[src/hdl/rsa_pkg.sv]
// shared types, constants and helpers for the rational sum accumulator
package rsa_pkg;

  localparam int VALUE_WIDTH = 32;
  localparam int WIDE_WIDTH  = 2 * VALUE_WIDTH;
  localparam int SHIFT_WIDTH = $clog2(WIDE_WIDTH);

  typedef logic [VALUE_WIDTH-1:0] value_t;
  typedef logic [WIDE_WIDTH-1:0]  wide_t;
  typedef logic [SHIFT_WIDTH-1:0] shift_t;

  typedef enum logic {
    KIND_START = 1'b0,
    KIND_FOLD  = 1'b1
  } kind_t;

  typedef struct packed {
    kind_t  kind;
    logic   last;
    value_t num;
    value_t den;
  } entry_t;

  // start/done pair of a multi-cycle unit
  typedef struct packed {
    logic start;
  } unit_req_t;

  typedef struct packed {
    logic  done;
    wide_t result;
  } unit_rsp_t;

  function automatic value_t magnitude(input value_t v);
    return v[VALUE_WIDTH-1] ? value_t'(~v + value_t'(1)) : v;
  endfunction

endpackage

[src/hdl/rsa_front.sv]
// front end: classifies items as set start or fold and queues them
module rsa_front (
  input  logic            clk,
  input  logic            rst,
  input  logic            valid,
  output logic            ready,
  input  rsa_pkg::value_t numerator,
  input  rsa_pkg::value_t denominator,
  input  logic            first_item,
  input  logic            last_item,
  output logic            q_valid,
  output rsa_pkg::entry_t q_entry,
  input  logic            q_pop
);

  rsa_pkg::entry_t entries [2];
  logic       wr_ptr;
  logic       rd_ptr;
  logic [1:0] count;
  logic       set_open;
  logic       push;
  rsa_pkg::entry_t in_entry;

  assign ready   = (count != 2'd2);
  assign push    = valid && ready;
  assign q_valid = (count != 2'd0);
  assign q_entry = entries[rd_ptr];

  always_comb begin
    in_entry.kind = (first_item || !set_open) ? rsa_pkg::KIND_START : rsa_pkg::KIND_FOLD;
    in_entry.last = last_item;
    in_entry.num  = numerator;
    in_entry.den  = denominator;
  end

  always_ff @(posedge clk) begin
    if (push) begin
      entries[wr_ptr] <= in_entry;
    end
  end

  always_ff @(posedge clk) begin
    if (rst) begin
      wr_ptr   <= 1'b0;
      rd_ptr   <= 1'b0;
      count    <= 2'd0;
      set_open <= 1'b0;
    end else begin
      if (push) begin
        wr_ptr   <= ~wr_ptr;
        set_open <= !last_item;
      end
      if (q_pop) begin
        rd_ptr <= ~rd_ptr;
      end
      if (push && !q_pop) begin
        count <= count + 2'd1;
      end else if (!push && q_pop) begin
        count <= count - 2'd1;
      end
    end
  end

endmodule

[config.mk]
export PLATFORM = sky130hd
export DESIGN_NAME = rsa_front
export DESIGN_NICKNAME = d
export VERILOG_FILES = /design/src/hdl/rsa_pkg.sv /design/src/hdl/rsa_front.sv
export SDC_FILE = /design/constraint.sdc
export NUM_CORES = 1
export LEC_CHECK = 0
export ABC_AREA = 1
export BUFFER_PORTS_ARGS = -buffer_cell sky130_fd_sc_hd__buf_2
export CORE_AREA = 3 3 106 108
export DETAILED_ROUTE_END_ITERATION = 10
export DIE_AREA = 0 0 109 111
export PLACE_DENSITY = 0.76
export SYNTH_ARGS = -nofsm -noshare
export SYNTH_HDL_FRONTEND = slang
export SYNTH_SLANG_ARGS = --single-unit
[constraint.sdc]
create_clock -name clk -period 5.2 [get_ports clk]
set_input_delay 0.78 -clock clk [delete_from_list [all_inputs] [get_ports clk]]
set_output_delay 0.78 -clock clk [all_outputs]
set_load 0.01 [all_outputs]
# After elaboration in Yosys (flattened, before gate mapping)
# Memories as Yosys holds them, arrays and structs flattened. A register that Yosys moved wholly into a read port is not among the register bits.
# Cells that the tools add are included.
# classes
addsub	2
eq_ne	1
n_mux	7
bitwise_logic	2
reduce_logical	10
# ops
cell	count
two-way mux 1 bit	5
logical NOT 1 bit	4
two-way mux 2 bit	2
nonzero test 2 bit	2
logical AND 1 bit	3
adder 2 x 1 -> 2 bit, second input constant	1
!= test 2 bit, second input constant	1
NOT 1 bit	2
subtractor 2 x 1 -> 2 bit, second input constant	1
logical OR 1 bit	1
# word_totals
ff_bits	5
mem_bits_rw	132
inputBits	70
output_inout_bits	68
wordCells	27
memories	1
# mem_list
name	depth	width	read_ports	rd_ports_with_merged_regs	wr	line	rtl
entries	2	66	1	1	1	rsa_front.sv:16	rsa_pkg::entry_t entries [2];

# Longest topological paths before layout
# Gate-level depths: netlist of run 1.
# depth
depth_word	6
depth_mapped	11
ltp_nobuf	11

# Worst setup path after synthesis of run 1
# OpenSTA, ideal clock, no wires.
# synth_timing
path_kind	input -> register
start	input valid
end	memory entries[0][0] (netlist name) (enable)
setup_time_ps	490
arrival_time_ps	3630
required_ps	4710
path_slack_ps	1080
cell_stages	2
n_path_buf	0
cell_sequence	nand2_1 -> nor2_1
# synth_via
elab_chain_len	3
# synth_rtl
element	line	rtl
from (decl)	rsa_front.sv:5	input logic valid,
logical AND 1 bit	rsa_front.sv:25	assign push = valid && ready;
two-way mux 1 bit	rsa_front.sv:37	if (push) begin
two-way mux 1 bit (not written as such)	rsa_front.sv:38	entries[wr_ptr] <= in_entry;
to (decl)	rsa_front.sv:16	
# Every way passes these cells.

==> results of run 1 <==
[state kept, by name, summed over array words and instances (netlist names), named ones only]
name and cells:
entries 132, rd_ptr 1, wr_ptr 1, count 2
set_open 1
[stage by stage]
step                setup WS [ns]  total power [mW]  utilization [%]  instance area [sq um]  hold slack [ns]
detailed placement          2.410             1.726            58.34                   6023           0.4890
CTS                         2.173             2.849            63.74                   6580           0.4197
floorplan                   1.080             1.592                -                   5200           0.4550
finish                      2.225             2.819            63.74                   6580           0.4525
global route                2.107             2.937            63.74                   6580           0.4317
global placement            2.468             1.712            58.34                   6023           0.4759
[metal layers]
| layer | GRT usage [%] | vias to the layer above | part of all wire [%] |
|---|---|---|---|
| met3 | 6.115 | 9 | 7.9 |
| met1 | 18.75 | 1262 | 40 |
| met5 | 0 | - | 0 |
| met4 | 5.303 | 0 | 1.0 |
| met2 | 26.13 | 108 | 51 |
| li1 | - | 1249 | - |
[logic make-up after synthesis]
group / Yosys count / synth area share [%]
XOR/XNOR: 1 / 0.1685
multiplexers: 66 / 17.18
AO/OA/AOI/OAI: 3 / 0.2887
adder cells (fa/ha/maj): 1 / 0.2406
flip-flops: 138 / 78.54
buffers and inverters: 17 / 1.997
AND/OR/NAND/NOR: 21 / 1.588
[how the worst max path moves through the flow]
stage | from | cells after the start | slack [ns] | endpoint
2_1_floorplan | valid | 2 | 1.08 | entries[0][0]
3_3_place_gp | valid | 4 | 2.47 | entries[1][7]
3_5_place_dp | valid | 4 | 2.41 | entries[1][15]
4_1_cts | register | 2 | 2.17 | q_entry[61]
5_1_grt | register | 2 | 2.11 | q_entry[61]
6_report | register | 2 | 2.22 | q_entry[61]
[report_power, final]
part	total [mW]	internal [mW]	switching (mW)
sequential	1.37	1.33	0.0470
clock	1.12	0.723	0.399
combinational	0.324	0.165	0.160
[final cells by class]
class / count / area [sq um]
repair buffers: 139 / 700.7
well taps: 136 / 170.2
inverters: 10 / 37.54
clock inverters: 9 / 123.9
clock buffers: 22 / 432.9
fillers: 747 / 3744
flip-flops and latches: 138 / 4088
multi-input cells: 92 / 1027
[Yosys cell counts]
library cell | number | area, sq um
o21ai_0 | 2 | 10.01
buf_6 | 5 | 56.30
a21oi_1 | 1 | 5.000
nand4_1 | 1 | 6.260
buf_2 | 2 | 10.01
mux2_4 | 40 | 600.6
ha_1 | 1 | 12.51
nand2_1 | 9 | 33.78
nor2_1 | 10 | 37.54
inv_1 | 10 | 37.54
xnor2_1 | 1 | 8.760
edfxtp_1 | 132 | 3964
mux2_2 | 26 | 292.8
dfxtp_1 | 6 | 120.1
nand3_1 | 1 | 5.000
[critical path: stages, from the launching register on]
cell and delay, ns:
dfxtp_4 1.07, mux2_2 0.44, buf_2 0.14
==> impl_metrics.env, run 1 <==
export IMPL_outcome="finished clean"
export IMPL_required_ns=4.42
export IMPL_synth_cells=247
export IMPL_synth_fp_nets=318
export IMPL_die_h_um=111
export IMPL_whs_path_depth=2
export IMPL_final_common_cell="buf_2"
export IMPL_syn2layout_area_growth_pct=26.54
export IMPL_final_cells=546
export IMPL_antenna_found_initial=0
export IMPL_finalSetupViolations=0
export IMPL_critPathKind="reg -> out"
export IMPL_fp_coreArea_sq_um=10320
export IMPL_cts_setup_buffers=0
export IMPL_fin_nets=469
export IMPL_finalCritPeriodShare_pct=57.22
export IMPL_grt_overflow_total=0
export IMPL_worst_slew_pin_transition_ns=1.096
export IMPL_worstHoldPathType="in -> reg"
export IMPL_drc=0
export IMPL_synth_area_sq_um=5200
export IMPL_yosys_warnings=0
export IMPL_start_util_pct=50.37
export IMPL_finalCriticalPeriod_ns=2.975
export IMPL_r2r_end="entries[1][0]"
export IMPL_synth_seq_cells=138
export IMPL_routed_wl_um=9166
export IMPL_finalHoldViolCount=0
export IMPL_arrival_ns=2.20
export IMPL_rows=37
export IMPL_hold_path_startpoint="rst"
export IMPL_first_iter_violations=106
export IMPL_vias_per_cell=4.813
export IMPL_worstSkewPairLatency_ns=0.50
export IMPL_syn_area_per_cell_sq_um=21.05
export IMPL_grt_pass1_vias=2797
export IMPL_grt_max_degree=67
export IMPL_dp_cells=515
export IMPL_die_w_um=109
export IMPL_rsz0062_at_grt="no"
export IMPL_p_leak_nw=2.599
export IMPL_mostFrequentLayoutCells="buf_2 (137), edfxtp_1 (132), mux2_4 (40)"
export IMPL_ys_seq_area_share_pct=78.54
export IMPL_drive_gt1_share_pct=56.59
export IMPL_die_area_sq_um=12100
export IMPL_first_pass_iters=4
export IMPL_numClockSinks=138
export IMPL_cts_inserted_buffers=17
export IMPL_tns_ns=0
export IMPL_hold_buffers=0
export IMPL_cts_root_buf="clkbuf_8"
export IMPL_grt_usage_pct=15.80
export IMPL_gp_congestion=0.7064
export IMPL_drv_slew=0
export IMPL_cellPowerDensity_nw_per_um2=428.4
export IMPL_grt_pass1_wl_um=14200
export IMPL_htree_levels=4
export IMPL_dp_hpwl_um=6094
export IMPL_yosysUniqueCellTypes=15
export IMPL_port_buffers=137
export IMPL_clock_skew_ns=0.009496
export IMPL_reg2reg_depth=5
export IMPL_io_pin_count=138
export IMPL_worstSetupStartpointType="register"
export IMPL_path_clk_slew_ns=0.06
export IMPL_ctsResizeCount=0
export IMPL_ant_nets=0
export IMPL_timing_rr_start="count[0]"
export IMPL_r2r_slack_ns=2.79
export IMPL_vias=2628
export IMPL_max_clock_freq_ghz=0.3361
export IMPL_drv_cap=0
export IMPL_end_kind="output pin"
export IMPL_cts_max_path_buffers=2
export IMPL_cp_max_fo=66
export IMPL_wl_per_cell_um=16.79
export IMPL_vdd_drop_max_v=0.0002424
export IMPL_cts_tree="done"
export IMPL_slew_headroom_pct=26.92
export IMPL_antenna_cells=0
No activity file was read; power rests on OpenSTA's default activity.
==> run 2: changes to the inputs <==
==> config.mk (replaced) <==
export PLATFORM = sky130hd
export DESIGN_NAME = rsa_front
export DESIGN_NICKNAME = d
export VERILOG_FILES = /design/src/hdl/rsa_pkg.sv /design/src/hdl/rsa_front.sv
export SDC_FILE = /design/constraint.sdc
export NUM_CORES = 1
export LEC_CHECK = 0
export ABC_AREA = 0
export BUFFER_PORTS_ARGS = -buffer_cell sky130_fd_sc_hd__buf_2
export CORE_AREA = 3 3 105 107
export DETAILED_ROUTE_END_ITERATION = 10
export DIE_AREA = 0 0 108 110
export PLACE_DENSITY = 0.75
export SYNTH_ARGS = -nofsm -noshare
export SYNTH_HDL_FRONTEND = slang
export SYNTH_SLANG_ARGS = --single-unit
==> constraint.sdc (replaced) <==
create_clock -name clk -period 2.8 [get_ports clk]
set_input_delay 0.42 -clock clk [delete_from_list [all_inputs] [get_ports clk]]
set_output_delay 0.42 -clock clk [all_outputs]
set_load 0.01 [all_outputs]
==> impl_metrics.env, run 2 <==
export IMPL_cts_inserted_buffers=17
export IMPL_yosys_top_cells_area="edfxtp_1 (79%), mux2_2 (15%), dfxtp_1 (2.4%), buf_6 (0.89%), xor2_1 (0.35%)"
export IMPL_synth_top_family_by_area="multiplexers"
export IMPL_ant_nets=0
export IMPL_port_buffers=137
export IMPL_fillers=739
export IMPL_die_h_um=110
export IMPL_clock_skew_ns=0.009625
export IMPL_synth_area_sq_um=5040
export IMPL_yosys_warnings=0
export IMPL_first_iter_violations=136
export IMPL_slew_headroom_pct=68.88
export IMPL_hold_buffers=0
export IMPL_yosysUniqueCellTypes=22
export IMPL_fp_coreArea_sq_um=10230
export IMPL_fin_nets=458
export IMPL_finalCriticalPeriod_ns=2.200
export IMPL_outcome="finished clean"
export IMPL_die_w_um=108
export IMPL_mostFrequentLayoutCells="buf_2 (137), edfxtp_1 (132), mux2_2 (66)"
export IMPL_grt_pass1_vias=2763
export IMPL_max_clock_freq_ghz=0.4545
export IMPL_cellPowerDensity_nw_per_um2=801.6
export IMPL_grt_overflow_total=0
export IMPL_cts_max_path_buffers=2
export IMPL_tns_ns=0
export IMPL_antenna_cells=0
export IMPL_dp_hpwl_um=5759
export IMPL_synth_edf_count=132
export IMPL_ctsResizeCount=0
export IMPL_arrival_ns=1.78
export IMPL_path_clk_slew_ns=0.06
export IMPL_muxShareOfSynthArea_pct=14.75
export IMPL_synth_area_leader_cell="edfxtp_1"
export IMPL_start_util_pct=49.26
export IMPL_worstHoldPathType="in -> reg"
export IMPL_die_area_sq_um=11880
export IMPL_cp_max_fo=36
export IMPL_yosys_area_share_adder_pct=0.2483
export IMPL_drc=0
export IMPL_grt_usage_pct=15.19
export IMPL_numClockSinks=138
export IMPL_syn2layout_area_growth_pct=27.26
export IMPL_vias=2627
export IMPL_end_kind="output pin"
export IMPL_vdd_drop_max_v=0.0005257
export IMPL_syn_area_per_cell_sq_um=21.63
export IMPL_yosysMostFrequentCell="edfxtp_1"
export IMPL_cts_setup_buffers=0
export IMPL_first_pass_iters=4
export IMPL_grt_pass1_wl_um=13440
export IMPL_synthTopCellsByCount="edfxtp_1 (132), mux2_2 (66), dfxtp_1 (6)"
export IMPL_synth_top_area_share_pct=78.65
export IMPL_rows=37
export IMPL_gp_congestion=0.6956
export IMPL_synth_compound_area_share_pct=0.7448
export IMPL_finalCritPeriodShare_pct=78.57
export IMPL_io_pin_count=138
export IMPL_dp_cells=504
export IMPL_top_regs="entries (132), count (2)"
export IMPL_finalSetupViolations=0
export IMPL_cts_root_buf="clkbuf_8"
export IMPL_critPathKind="reg -> out"
export IMPL_ys_seq_area_share_pct=81.03
export IMPL_top_register="entries"
export IMPL_rsz0062_at_grt="no"
export IMPL_largest_register_ffs=132
export IMPL_htree_levels=4
export IMPL_yosys_most_used_dff="edfxtp_1"
export IMPL_grt_max_degree=67
export IMPL_routed_wl_um=8776
export IMPL_worst_slew_pin_transition_ns=0.4669
export IMPL_worstSkewPairLatency_ns=0.49
export IMPL_required_ns=2.38
export IMPL_cts_tree="done"
export IMPL_worstSetupStartpointType="register"
export IMPL_async_flop_share_pct=0
export IMPL_final_common_cell="buf_2"
export IMPL_wl_per_cell_um=16.37
export IMPL_final_cells=536
export IMPL_drv_slew=0
export IMPL_drv_cap=0
export IMPL_p_leak_nw=2.418
export IMPL_drive_gt1_share_pct=61.50
export IMPL_synth_simple_gate_area_share_pct=1.316
export IMPL_synth_cells=233
export IMPL_vias_per_cell=4.901
export IMPL_synth_xor_area_share_pct=0.5214
export IMPL_synth_seq_cells=138
export IMPL_finalHoldViolCount=0
export IMPL_synth_fp_nets=304
export IMPL_antenna_found_initial=0
[run 2: cell count changes after synthesis, sizes merged, moves of 2 or more]
cell,before,now
a21oi,1,3
inv,10,2
nand2,9,0
nor2,10,3
xor2,0,2
[run 2: path summary, 6_finish.rpt]
kind                                     start             end  slack [ns]  cells past startpoint
worst max-delay path                  register     q_entry[51]        0.60                      3
worst min-delay path            denominator[0]   entries[1][0]        0.11                      1
worst max register to register        count[0]  entries[0][34]        1.15                      4
worst min register to register        set_open        set_open        0.52                      2
[run 2: critical path: stages, from the launching register on]
cell and delay [ns]:
dfxtp_2 0.32, buf_4 0.39, mux2_2 0.41, buf_2 0.14
[run 2: logic make-up (layout without fill, tap and decap cells)]
logic type      count (synthesis)  count (layout)
simple gates                   10              10
flops                         138             138
compound gates                  6               6
fa+ha+maj                       1               1
mux                            66              66
xor+xnor                        3               3
buf+inv                         9             176
[run 2: power breakdown]
part / total [mW] / internal (mW) / switching (mW)
Sequential: 2.55 / 2.50 / 0.0518
Combinational: 0.681 / 0.315 / 0.366
Clock: 1.91 / 1.09 / 0.820
[run 2: metal layers]
layer  vias up  track usage, %  wire, um
li1       1234               -         -
met1      1282           18.25      3600
met2       105           25.49      4520
met3         6           5.533       617
met4         0           5.410        38
met5         -               0         0
[run 2: cell type report]
cell class              instances  area (sq um)  share of cell area [%]
clock buffers                  18         417.9                   6.516
clock inverters                14         97.59                   1.522
inverters                       2         7.507                  0.1171
multi-input cells              86         887.1                   13.83
flip-flops and latches        138          4085                   63.69
well taps                     136         170.2                   2.653
repair buffers                142         748.2                   11.67
[run 2: metrics by stage]
step                      util (%)  worst slack (ns)  hold WS [ns]  power, mW  cell area, sq um
after floorplan                  -            0.2114        0.4799      2.999              5040
after global routing         62.69            0.5212       0.07831      5.366              6414
final                        62.69            0.6000        0.1064      5.141              6414
after global placement       57.65             1.116        0.4959      3.263              5898
after detailed placement     57.65             1.107        0.5022      3.289              5898
after CTS                    62.69            0.5671       0.08334      5.198              6414
==> run 3: changes to the inputs <==
==> config.mk (replaced) <==
export PLATFORM = sky130hd
export DESIGN_NAME = rsa_front
export DESIGN_NICKNAME = d
export VERILOG_FILES = /design/src/hdl/rsa_pkg.sv /design/src/hdl/rsa_front.sv
export SDC_FILE = /design/constraint.sdc
export NUM_CORES = 1
export LEC_CHECK = 0
export ABC_AREA = 1
export BUFFER_PORTS_ARGS = -buffer_cell sky130_fd_sc_hd__buf_2
export CORE_AREA = 3 3 110 112
export DETAILED_ROUTE_END_ITERATION = 10
export DIE_AREA = 0 0 113 115
export PLACE_DENSITY = 0.74
export SYNTH_ARGS = -nofsm -noshare
export SYNTH_HDL_FRONTEND = slang
export SYNTH_SLANG_ARGS = --single-unit
==> constraint.sdc (replaced) <==
create_clock -name clk -period 1.9 [get_ports clk]
set_input_delay 0.285 -clock clk [delete_from_list [all_inputs] [get_ports clk]]
set_output_delay 0.285 -clock clk [all_outputs]
set_load 0.01 [all_outputs]
==> impl_metrics.env, run 3 (synthesized netlist as in run 1, its figures left out) <==
export IMPL_final_common_cell="buf_2"
export IMPL_final_util_pct=58.81
export IMPL_worstSetupStartpointType="register"
export IMPL_finalCriticalPeriod_ns=1.818
export IMPL_critPathKind="reg -> out"
export IMPL_register_area_sq_um=4089
export IMPL_vias_per_cell=4.775
export IMPL_final_cells=556
export IMPL_hold_path_startpoint="denominator[16]"
export IMPL_port_buffers=137
export IMPL_cts_setup_buffers=0
export IMPL_wirelength_met1_um=3658
export IMPL_grt_pass1_vias=2802
export IMPL_wl_per_cell_um=15.87
export IMPL_dp_hpwl_um=5771
export IMPL_finalCritPeriodShare_pct=95.70
export IMPL_timing_rr_start="count[0]"
export IMPL_rows=39
export IMPL_syn2layout_area_growth_pct=28.03
export IMPL_end_kind="output pin"
export IMPL_antenna_found_initial=0
export IMPL_drv_slew=0
export IMPL_cellPowerDensity_nw_per_um2=1149
export IMPL_routed_wl_um=8823
export IMPL_drv_cap=0
export IMPL_fin_nets=471
export IMPL_reg2reg_depth=10
export IMPL_worstHoldPathType="in -> reg"
export IMPL_grt_usage_pct=13.94
export IMPL_crit_family="buffers and inverters"
export IMPL_fillers=885
export IMPL_grt_pass1_wl_um=13820
export IMPL_ant_nets=0
export IMPL_cp_max_fo=36
export IMPL_crit_path_max_incr_delay_ns=0.38
export IMPL_numClockSinks=138
export IMPL_worst_slew_pin_transition_ns=0.3921
export IMPL_antenna_cells=0
export IMPL_top_register="entries"
export IMPL_layout_setup_ws_ns=0.08175
export IMPL_required_ns=1.62
export IMPL_slew_headroom_pct=73.86
export IMPL_cts_max_path_buffers=2
export IMPL_gp_congestion=0.7037
export IMPL_multi_input_area_sq_um=1042
export IMPL_arrival_ns=1.53
export IMPL_worstSkewPairLatency_ns=0.40
export IMPL_wl_met2_um=4453
export IMPL_met3_length_um=598
export IMPL_start_util_pct=45.93
export IMPL_cp_slowest_cell="mux2_2"
export IMPL_finalSetupViolations=0
export IMPL_rsz0062_at_grt="no"
export IMPL_first_iter_violations=127
export IMPL_hold_buffers=0
export IMPL_top_regs="entries (132), count (2)"
export IMPL_p_leak_nw=2.622
export IMPL_grt_overflow_total=0
export IMPL_vias=2655
export IMPL_pre_cts_ws_ns=0.4833
export IMPL_top_layer_used="met4"
export IMPL_cts_root_buf="clkbuf_16"
export IMPL_die_w_um=113
export IMPL_whs_path_depth=1
export IMPL_cp_cell_sequence="buf_12 -> mux2_2 -> buf_2"
export IMPL_drive_gt1_share_pct=58.35
export IMPL_largest_register_ffs=132
export IMPL_die_area_sq_um=13000
export IMPL_cts_tree="done"
export IMPL_path_clk_slew_ns=0.06
export IMPL_finalHoldViolCount=0
export IMPL_ctsResizeCount=0
export IMPL_clock_skew_ns=0.003718
export IMPL_cp_depth=3
export IMPL_grt_max_degree=67
export IMPL_fp_coreArea_sq_um=11320
export IMPL_mostFrequentLayoutCells="buf_2 (137), edfxtp_1 (132), mux2_4 (40)"
export IMPL_dp_cells=524
export IMPL_cts_inserted_buffers=17
export IMPL_outcome="finished clean"
export IMPL_path_buf_inv=2
export IMPL_drc=0
export IMPL_max_clock_freq_ghz=0.5500
export IMPL_die_h_um=115
export IMPL_io_pin_count=138
export IMPL_timing_hold_ws_ns=0.06998
export IMPL_first_pass_iters=4
export IMPL_htree_levels=4
export IMPL_vdd_drop_max_v=0.0005318
## run 3: worst reg2reg max path: cells and delay by family, from the launching register on
kind / cells / cell delay [ns]
and+or+nand+nor: 5 / 0.39
DFF: 1 / 0.32
buffers and inverters: 4 / 0.31
adders and majority gates: 1 / 0.31
## run 3: power by group
group          total (mW)  internal [mW]  switching [mW]
logic               0.972          0.476           0.495
registers            3.69           3.63          0.0675
clock network        2.98           1.86            1.13
total                7.65           5.96            1.69
## run 3: metrics by stage
step | area [sq um] | total power, mW | setup TNS, ns
2_1_floorplan | 5231 | 4.357 | -3.306
3_3_place_gp | 6113 | 4.718 | 0
3_5_place_dp | 6113 | 4.751 | 0
4_1_cts | 6658 | 7.747 | 0
5_1_grt | 6658 | 7.990 | 0
6_report | 6658 | 7.651 | 0
## run 3: area by class of cell
cell class | instances | share of cell area (%)
repair buffers | 141 | 11.50
flip-flops and latches | 138 | 61.42
multi-input cells | 92 | 15.65
clock buffers | 24 | 7.085
clock inverters | 8 | 1.090
inverters | 10 | 0.5638
well taps | 143 | 2.687
## run 3: path summary, 6_finish.rpt
kind	endpoint	slack [ns]
max	q_entry[1]	0.08
min reg2reg	set_open	0.49
min	entries[0][16]	0.07
max reg2reg	count[1]	0.52
## run 3: metal layers
layer	track usage (%)	vias up
li1	-	1255
met1	17.14	1295
met2	22.91	93
met3	4.895	12
met4	5.288	0
met5	0	-
